`src/rtl/core/skt_pkg.sv`:
```
// ----------------------------------------------------------------------------
// skt_pkg
// Shared types and codes for the sorted key table.
// ----------------------------------------------------------------------------
`default_nettype none

package skt_pkg;

  localparam int unsigned KeyW   = 16;
  localparam int unsigned PayW   = 16;
  localparam int unsigned OpW    = 2;
  localparam int unsigned StatW  = 2;
  localparam int unsigned PosW   = 6;
  localparam int unsigned CountW = 7;

  typedef enum logic [OpW-1:0] {
    OP_INSERT = 2'd0,
    OP_REMOVE = 2'd1,
    OP_LOOKUP = 2'd2
  } op_e;

  typedef enum logic [StatW-1:0] {
    ST_DONE      = 2'd0,
    ST_NOT_FOUND = 2'd1,
    ST_FULL      = 2'd2
  } status_e;

  typedef struct packed {
    logic [KeyW-1:0] key;
    logic [PayW-1:0] payload;
  } entry_t;

endpackage

`default_nettype wire

```
`src/rtl/core/skt_ram.sv`:
```
// ----------------------------------------------------------------------------
// skt_ram
// Entry storage: one write port and one read port with registered read data.
// ----------------------------------------------------------------------------
`default_nettype none

module skt_ram import skt_pkg::*; #(
  parameter int unsigned Depth = 64,
  parameter int unsigned AddrW = 6
) (
  input  wire logic             clk_i,
  input  wire logic             we_i,
  input  wire logic [AddrW-1:0] waddr_i,
  input  wire entry_t           wdata_i,
  input  wire logic [AddrW-1:0] raddr_i,
  output entry_t                rdata_o
);

  entry_t mem [Depth];
  entry_t rdata_q;

  always_ff @(posedge clk_i) begin
    if (we_i) begin
      mem[waddr_i] <= wdata_i;
    end
  end

  // reads past the fill point return whatever is there and are never used
  always_ff @(posedge clk_i) begin
    rdata_q <= mem[raddr_i];
  end

  assign rdata_o = rdata_q;

endmodule

`default_nettype wire

```
`src/rtl/core/sorted_key_table.sv`:
```
// ----------------------------------------------------------------------------
// sorted_key_table
// Sorted table of key/payload entries with insert, remove and lookup.
// Insert shifts larger entries up from the end, lookup scans up from position
// zero, remove scans and then closes the gap; a full table or unused opcode
// goes straight to the response, held in a result register. The single table
// memory is walked one entry per cycle; transactions are taken one at a time.
// Reset empties the table (count to zero); entry storage is not cleared.
// ----------------------------------------------------------------------------
`default_nettype none

module sorted_key_table import skt_pkg::*; #(
  parameter int unsigned TABLE_DEPTH = 64
) (
  input  wire logic              clk_i,
  input  wire logic              rst_ni,
  input  wire logic              in_valid_i,
  output logic                   in_stall_o,
  input  wire logic [OpW-1:0]    opcode_i,
  input  wire logic [KeyW-1:0]   key_i,
  input  wire logic [PayW-1:0]   payload_i,
  output logic                   out_valid_o,
  input  wire logic              out_stall_i,
  output logic [StatW-1:0]       status_o,
  output logic [PosW-1:0]        position_o,
  output logic [PayW-1:0]        found_payload_o,
  output logic [CountW-1:0]      entry_count_o
);

  localparam int unsigned AW = $clog2(TABLE_DEPTH);
  localparam int unsigned CW = $clog2(TABLE_DEPTH + 1);

  localparam logic [2:0] S_IDLE  = 3'd0;
  localparam logic [2:0] S_SHIFT = 3'd1;
  localparam logic [2:0] S_SCAN  = 3'd2;
  localparam logic [2:0] S_CLOSE = 3'd3;
  localparam logic [2:0] S_RESP  = 3'd4;

  logic [2:0]      state_q, state_d;
  logic [CW-1:0]   idx_q, idx_d;
  logic [CW-1:0]   cnt_q, cnt_d;
  logic [OpW-1:0]  op_q;
  logic [KeyW-1:0] key_q;
  logic [PayW-1:0] pay_q;

  logic [StatW-1:0] res_status_q, res_status_d;
  logic [PosW-1:0]  res_pos_q, res_pos_d;
  logic [PayW-1:0]  res_pay_q, res_pay_d;

  logic              out_valid_q, out_valid_d;
  logic [StatW-1:0]  out_status_q;
  logic [PosW-1:0]   out_pos_q;
  logic [PayW-1:0]   out_pay_q;
  logic [CountW-1:0] out_cnt_q;

  logic    accept;
  logic    load_out;
  logic    we;
  logic [AW-1:0] waddr;
  logic [AW-1:0] raddr;
  entry_t  wdata;
  entry_t  rdata;

  assign in_stall_o = (state_q != S_IDLE);
  assign accept     = in_valid_i && !in_stall_o;

  skt_ram #(
    .Depth (TABLE_DEPTH),
    .AddrW (AW)
  ) u_ram (
    .clk_i   (clk_i),
    .we_i    (we),
    .waddr_i (waddr),
    .wdata_i (wdata),
    .raddr_i (raddr),
    .rdata_o (rdata)
  );

  always_comb begin
    state_d      = state_q;
    idx_d        = idx_q;
    cnt_d        = cnt_q;
    res_status_d = res_status_q;
    res_pos_d    = res_pos_q;
    res_pay_d    = res_pay_q;
    we           = 1'b0;
    waddr        = idx_q[AW-1:0];
    wdata        = '{key: key_q, payload: pay_q};
    load_out     = 1'b0;

    unique case (state_q)
      S_IDLE: begin
        if (accept) begin
          res_status_d = ST_DONE;
          res_pos_d    = '0;
          res_pay_d    = '0;
          unique case (opcode_i)
            OP_INSERT: begin
              if (cnt_q == CW'(TABLE_DEPTH)) begin
                res_status_d = ST_FULL;
                state_d      = S_RESP;
              end else begin
                idx_d   = cnt_q;
                state_d = S_SHIFT;
              end
            end
            OP_REMOVE, OP_LOOKUP: begin
              idx_d   = '0;
              state_d = S_SCAN;
            end
            default: begin
              state_d = S_RESP;
            end
          endcase
        end
      end

      // rdata holds the entry just below idx_q
      S_SHIFT: begin
        we = 1'b1;
        if (idx_q != '0 && rdata.key > key_q) begin
          wdata = rdata;
          idx_d = idx_q - 1'b1;
        end else begin
          res_pos_d = PosW'(idx_q);
          cnt_d     = cnt_q + 1'b1;
          state_d   = S_RESP;
        end
      end

      // rdata holds the entry at idx_q
      S_SCAN: begin
        if (idx_q == cnt_q) begin
          res_status_d = ST_NOT_FOUND;
          state_d      = S_RESP;
        end else if (rdata.key == key_q) begin
          res_pos_d = PosW'(idx_q);
          res_pay_d = rdata.payload;
          state_d   = (op_q == OP_REMOVE) ? S_CLOSE : S_RESP;
        end else begin
          idx_d = idx_q + 1'b1;
        end
      end

      // rdata holds the entry just above idx_q
      S_CLOSE: begin
        if (CW'(idx_q + 1'b1) < cnt_q) begin
          we    = 1'b1;
          wdata = rdata;
          idx_d = idx_q + 1'b1;
        end else begin
          cnt_d   = cnt_q - 1'b1;
          state_d = S_RESP;
        end
      end

      S_RESP: begin
        if (!out_valid_q || !out_stall_i) begin
          load_out = 1'b1;
          state_d  = S_IDLE;
        end
      end

      default: begin
        state_d = S_IDLE;
      end
    endcase
  end

  // read one entry ahead of the walk so data is ready on the next cycle
  always_comb begin
    unique case (state_d)
      S_SHIFT: raddr = AW'(idx_d - 1'b1);
      S_CLOSE: raddr = AW'(idx_d + 1'b1);
      default: raddr = idx_d[AW-1:0];
    endcase
  end

  assign out_valid_d = load_out || (out_valid_q && out_stall_i);

  always_ff @(posedge clk_i or negedge rst_ni) begin
    if (!rst_ni) begin
      state_q     <= S_IDLE;
      idx_q       <= '0;
      cnt_q       <= '0;
      out_valid_q <= 1'b0;
    end else begin
      state_q     <= state_d;
      idx_q       <= idx_d;
      cnt_q       <= cnt_d;
      out_valid_q <= out_valid_d;
    end
  end

  always_ff @(posedge clk_i) begin
    if (accept) begin
      op_q  <= opcode_i;
      key_q <= key_i;
      pay_q <= payload_i;
    end
    res_status_q <= res_status_d;
    res_pos_q    <= res_pos_d;
    res_pay_q    <= res_pay_d;
    if (load_out) begin
      out_status_q <= res_status_q;
      out_pos_q    <= res_pos_q;
      out_pay_q    <= res_pay_q;
      out_cnt_q    <= CountW'(cnt_q);
    end
  end

  assign out_valid_o     = out_valid_q;
  assign status_o        = out_status_q;
  assign position_o      = out_pos_q;
  assign found_payload_o = out_pay_q;
  assign entry_count_o   = out_cnt_q;

endmodule

`default_nettype wire
```
`config.mk`:
```
export PLATFORM = sky130hd
export DESIGN_NAME = sorted_key_table
export DESIGN_NICKNAME = d
export VERILOG_FILES = /design/src/rtl/core/skt_pkg.sv /design/src/rtl/core/skt_ram.sv /design/src/rtl/core/sorted_key_table.sv
export SDC_FILE = /design/constraint.sdc
export NUM_CORES = 2
export LEC_CHECK = 0
export ABC_AREA = 1
export ABC_CLOCK_PERIOD_IN_PS = 5300
export BUFFER_PORTS_ARGS = -buffer_cell sky130_fd_sc_hd__buf_2
export CAP_MARGIN = 20
export CORE_UTILIZATION = 35
export DETAILED_ROUTE_END_ITERATION = 8
export SETUP_SLACK_MARGIN = 0.4
export SLEW_MARGIN = 30
export SYNTH_ARGS = -nofsm -noshare
export SYNTH_HDL_FRONTEND = slang
export SYNTH_SLANG_ARGS = --single-unit
```
`constraint.sdc`:
```
create_clock -name clk_i -period 5.3 [get_ports clk_i]
set_input_delay 0.795 -clock clk_i [delete_from_list [all_inputs] [get_ports clk_i]]
set_output_delay 0.795 -clock clk_i [all_outputs]
set_load 0.02 [all_outputs]
```
# Word-level counts from Yosys, hierarchy flattened
# Memory sizes are Yosys's and may differ from the RTL's. A register that Yosys moved wholly into a read port is not among the register bits.
# Cells that the tools add are included.
# W data, S select, Z words.
# word_totals
out_inout_bits,33
wordCells,106
in_bits,38
ram_bits,2048
rom_bits,0
regBits,107
mem_count,1
latchBits,0
# classes
reduce_logical,20
n_addsub,6
n_mux,45
n_shift,0
n_lt_le_gt_ge,2
n_mul,0
bitwise_logic,0
eq_ne,18
div_mod_pow,0
# memory_table
memory,words,width,rd,rd_clocked_by_memory_dff,wr,line_no,rtl
u_ram.mem,64,32,1,1,1,skt_ram.sv:19,entry_t mem [Depth];
# ops
cell,count
$mux W32,2
$pmux W32 S2,1
$mux W7,8
$mux W16,3
$pmux W16 S2,1
$pmux W7 S2,2
$pmux W7 S4,1
$mux W3,8
$mux W6,4
$pmux W6 S3,1
$eq A16 B16 Y1,1
$gt A16 B16 Y1,1
$pmux W3 S5,1
$add A7 B1 Y7 const B,2
$sub A7 B1 Y7 const B,2
$ne A2 B2 Y1 const B,6
$pmux W6 S2,1
$eq A3 B2 Y1 const B,3
$mux W2,4
$eq A7 B7 Y1,1
$eq A7 B7 Y1 const B,1
$lt A7 B7 Y1,1
$reduce_bool A7 Y1,1
$add A6 B1 Y6 const B,1
other kinds (20),34

# Depth between registers and ports, before layout
# logic_depth
ltp_word,7
mapped_depth,35
depth_no_buf,33

# By module
# Synthesis repeated with hierarchy kept, for this count alone.
# unflattened
hier_cells,7387
area_unflattened_um2,88627.5
# by_module_without_submodules
mod,instances,cells_each,area_each_um2
skt_ram,1,6769,82738.1
sorted_key_table,1,618,5889.4

# Worst setup path before layout
# OpenSTA, ideal clock, no wires.
# synth_path
kind,register -> register
start,reg idx_q[5]
end,"mem u_ram.mem[0][24] in the netlist's numbering, data pin"
slack_ns,-0.241
period_less_slack_ns,5.541
path_stages_with_launch,19
required_ns,4.598
path_buffers,3
t_arrival_ns,4.839
setup_time_ns,0.702
cell_sequence,dfrtp_1 -> buf_4 -> nand2_1 -> inv_1 -> nand2_1 -> nor2_1 -> xor2_1 -> inv_1 -> ha_1 -> nand2_1 -> nor2_1 -> nand2_1 -> nand2_1 -> inv_1 -> nand2_2 -> nand2_2 -> clkbuf_1 -> clkbuf_1 -> o21ai_0
# synth_rtl
item,line_no,rtl
start: declaration,sorted_key_table.sv:40,"logic [CW-1:0] idx_q, idx_d;"
start signal: assignment,sorted_key_table.sv:189,idx_q <= idx_d;
end: declaration,skt_ram.sv:19,

# Worst setup path after layout
# layout_path
start,reg idx_q[0]
end,"reg, netlist name u_ram.rdata_o[8]"
# layout_via
elab_chain_cells,6
# layout_lines
item,line_no,rtl
$add A7 B1 Y7 or $reduce_bool A7 Y1 (tied branches),n/a,
"$lt A7 B7 Y1, or another cell as far along",sorted_key_table.sv:147,if (CW'(idx_q + 1'b1) < cnt_q) begin
$mux W7 (on tied branches),"sorted_key_table.sv:147, sorted_key_table.sv:121, sorted_key_table.sv:133",
$pmux W7 S4 (*),sorted_key_table.sv:91,unique case (state_q)
named net idx_d[1],sorted_key_table.sv:40,
$add A6 B1 Y6 or $sub A6 B1 Y6 (tied branches),"sorted_key_table.sv:174, sorted_key_table.sv:173",
$pmux W6 S2 (*),sorted_key_table.sv:172,unique case (state_d)
# The timed path passes the listed nets; every way through them passes the cells marked *.
# A chain may end at the register's enable or synchronous reset.

==> flow_summary.yaml <==
clock_tree:
  clkTransAtPathRegs_ps: 70
  cts_buffers: 218
  htreeDepth: 4
  clk_latency_ps: 880
  cts_max_path_buffers: 3
  cts.sinks: 2187
  cts_tree: "done"
  cts_root_buffer: "clkbuf_16"
min_path:
  min_from: "key_i[8]"
  hold-path-endpoint: "key_q[8]"
  holdPathStages: 1
  worst_hold_path_type: "in2reg"
flow_run:
  cap_violations: 0
worst_setup_path:
  cp_num_buf_inv: 4
  cpPeakStageDelay_ps: 580
  endpoint_kind: "flip-flop"
  cp.arrival_ps: 5550
  reg2reg_from: "idx_q[0]"
  regToRegSetupSlack_ps: 510
  path_max_fanout: 15
  critical_path.top_delay_family: "simple AND/OR/NAND/NOR gates"
  r2r_cells: 28
  crit_top_cell: "nand2_1"
  crit_type: "reg2reg"
  slowest_stage: "fa_2"
  r2r-end: "u_ram.rdata_o[8]"
  setup.worst_path.start_class: "flip-flop"
  worstPathRequired_ps: 6060
synthesis:
  syn_avg_cell_area_um2: 10.4
  synthTopCellsByArea: "edfxtp_1 (67%), nand3_1 (11%), nand2_1 (8.9%)"
  synth_area_mm2: 0.0957
  yosysUniqueCellTypes: 47
  ys_ff_latch: 2187
  ys_seq_area_share_pct: 68.2
  yosysWarnings: 0
  netlist.area_leader.share_pct: 67.1
  synth_flop_cell: "edfxtp_1"
  synthesis.instances: 9238
  synth_edf_count: 2137
  syn_nets: 9315
  synthArstFlopShare_pct: 0.823
  synth_area_leader_cell: "edfxtp_1"
final_layout:
  utilization_pct: 41.9
  area_delta_synth_final_pct: 18.7
  fin_area_mm2: 0.114
  finalNetCount: 9605
  layout-drive-gt1-share_pct: 11.9
die:
  rows: 191
  die_y_um: 525
  dieArea_mm2: 0.276
  start_util_pct: 35.3
  core_area_mm2: 0.271
  boundaryPins: 71
  dieWidth_um: 525
placed_design:
  place.gp.congestion: 0.898
  dpl.hpwl_mm: 175
  port_buffers: 70
  postPlaceCellArea_mm2: 0.104
grt:
  grt_pass1_wl_mm: 428
  grt_pass1_vias: 62900
  grt_max_degree: 114
  overflow: 0
  grt_usage_pct: 21.0
  antenna_found_initial: 10
sta:
  rsz0062_at_grt: "yes"
  finClkSkew_ps: 42.9
  period_needed_ps: 4790
  fmax_ghz: 0.209
  relSlewSlack_pct: 28.3
  timing.final.crit_share_pct: 90.4
  slew_violations: 0
  setup_viol: 0
  worstMarginPinSlew_ps: 1080
  finalHoldViolCount: 0
route:
  vias: 66800
  wl_per_cell_um: 22.6
  viasPerCell: 5.02
  drtIter0Drc: 8678
  wl_mm: 300
  ant_nets: 0
  drtPass1Iterations: 6
  drc_errors: 0
status:
  status: "completed"
## final cells by class
cell class / instances / area, um2
multi-input cells: 4605 / 22500
clock inverters: 118 / 1260
well taps: 3570 / 4470
fillers: 25200 / 158000
repair buffers: 530 / 6600
inverters: 1985 / 7470
flip-flops and latches: 2187 / 65300
repair inverters: 1 / 8.76
diodes: 11 / 27.5
clock buffers: 294 / 6000
## cell usage in the layout (no fill, tap or decap), types with 8 or more instances in the layout
cell type	netlist	routed
clkinvlp_4	0	11
nand2_4	2	10
xor2_1	11	9
nand4_1	8	8
nand3_2	4	103
o21ai_4	0	16
bufinv_16	0	21
buf_12	0	135
clkinv_1	3	37
inv_1	1970	1961
nand3_1	2015	1887
nor2_4	4	68
inv_2	10	17
buf_6	6	17
dfxtp_1	32	31
buf_16	0	33
clkbuf_16	0	239
nand3_4	1	30
o21ai_0	32	17
clkbuf_1	81	56
dfrtp_1	18	18
clkinv_2	0	39
ha_1	37	34
diode_2	0	11
buf_4	33	250
buf_2	312	70
edfxtp_1	2137	2137
clkbuf_8	0	15
nand2_2	11	12
nand2_1	2276	2265
mux2_2	17	15
nor2_1	122	56
a21oi_1	22	16
## repair_timing
| item | 4_1_cts | 5_1_grt |
|---|---|---|
| hold buffers | 1 | 0 |
| hold endpoints to repair | 18 | 0 |
| buffers inserted | 9 | 41 |
| endpoints found under the setup margin | 32 | 32 |
| pin swaps | 1 | 29 |
| cloned | 6 | 18 |
| resized for setup | 95 | 166 |
## metrics by stage
step,instances,hold slack (ps),setup WS [ps],TNS [ps]
6_report,13300,101,509,0
5_1_grt,13300,64.6,325,0
4_1_cts,13200,47.1,383,0
3_5_place_dp,12800,405,-101,-196
3_3_place_gp,12800,404,-111,-230
2_1_floorplan,9238,400,-241,-168430
## cells in the mapped netlist (all sizes together) (4+ instances only)
cell type  instances
nand3b             4
ha                37
inv             1982
nor2             130
nand3           2020
dfrtp             18
buf              381
a21oi             22
mux2              17
edfxtp          2137
clkbuf            81
xnor2              6
dfxtp             32
nand2           2289
o21ai             35
nand4              8
xor2              11
or2                4
## per-layer routing
layer / up-vias / global-route usage (%) / share of wire [%]
li1: 30600 / - / -
met4: 6 / 7.94 / 3.7
met1: 32500 / 28.4 / 41
met2: 3218 / 33.3 / 46
met5: - / 0 / 0.014
met3: 524 / 3.88 / 9.7
## kinds of logic (layout without fill, tap and decap cells)
group | count (synthesis) | after routing | synth area share (%)
AO/OA/AOI/OAI | 72 | 72 | 0.421
XOR/XNOR | 17 | 17 | 0.156
other | 0 | 11 | 0
flip-flops | 2187 | 2187 | 68.2
adder cells (fa/ha/maj) | 39 | 39 | 0.526
AND/OR/NAND/NOR | 4459 | 4460 | 20.3
buffers and inverters | 2447 | 2928 | 10.2
multiplexers | 17 | 17 | 0.200
## registers in the layout (all words and copies together) (netlist names), 16 cells and up
signal and cells:
u_ram.rdata_o 32, key_q 16, u_ram.mem 2048, found_payload_o 16
pay_q 16, res_pay_q 16
## how the worst max path moves through the flow
stage | startpoint | slack [ps] | depth (start not counted) | endpoint
2_1_floorplan | idx_q[5] | -240 | 18 | u_ram.mem[0][24]
3_3_place_gp | idx_q[0] | -110 | 28 | u_ram.rdata_o[3]
3_5_place_dp | idx_q[0] | -100 | 28 | u_ram.rdata_o[3]
4_1_cts | idx_q[1] | 380 | 30 | u_ram.rdata_o[29]
5_1_grt | idx_q[1] | 330 | 31 | u_ram.rdata_o[12]
6_report | idx_q[0] | 510 | 28 | u_ram.rdata_o[8]
Power is left out: the tool's default activity adds up to more than one toggle a clock period on the data nets, which glitch-free logic cannot reach.
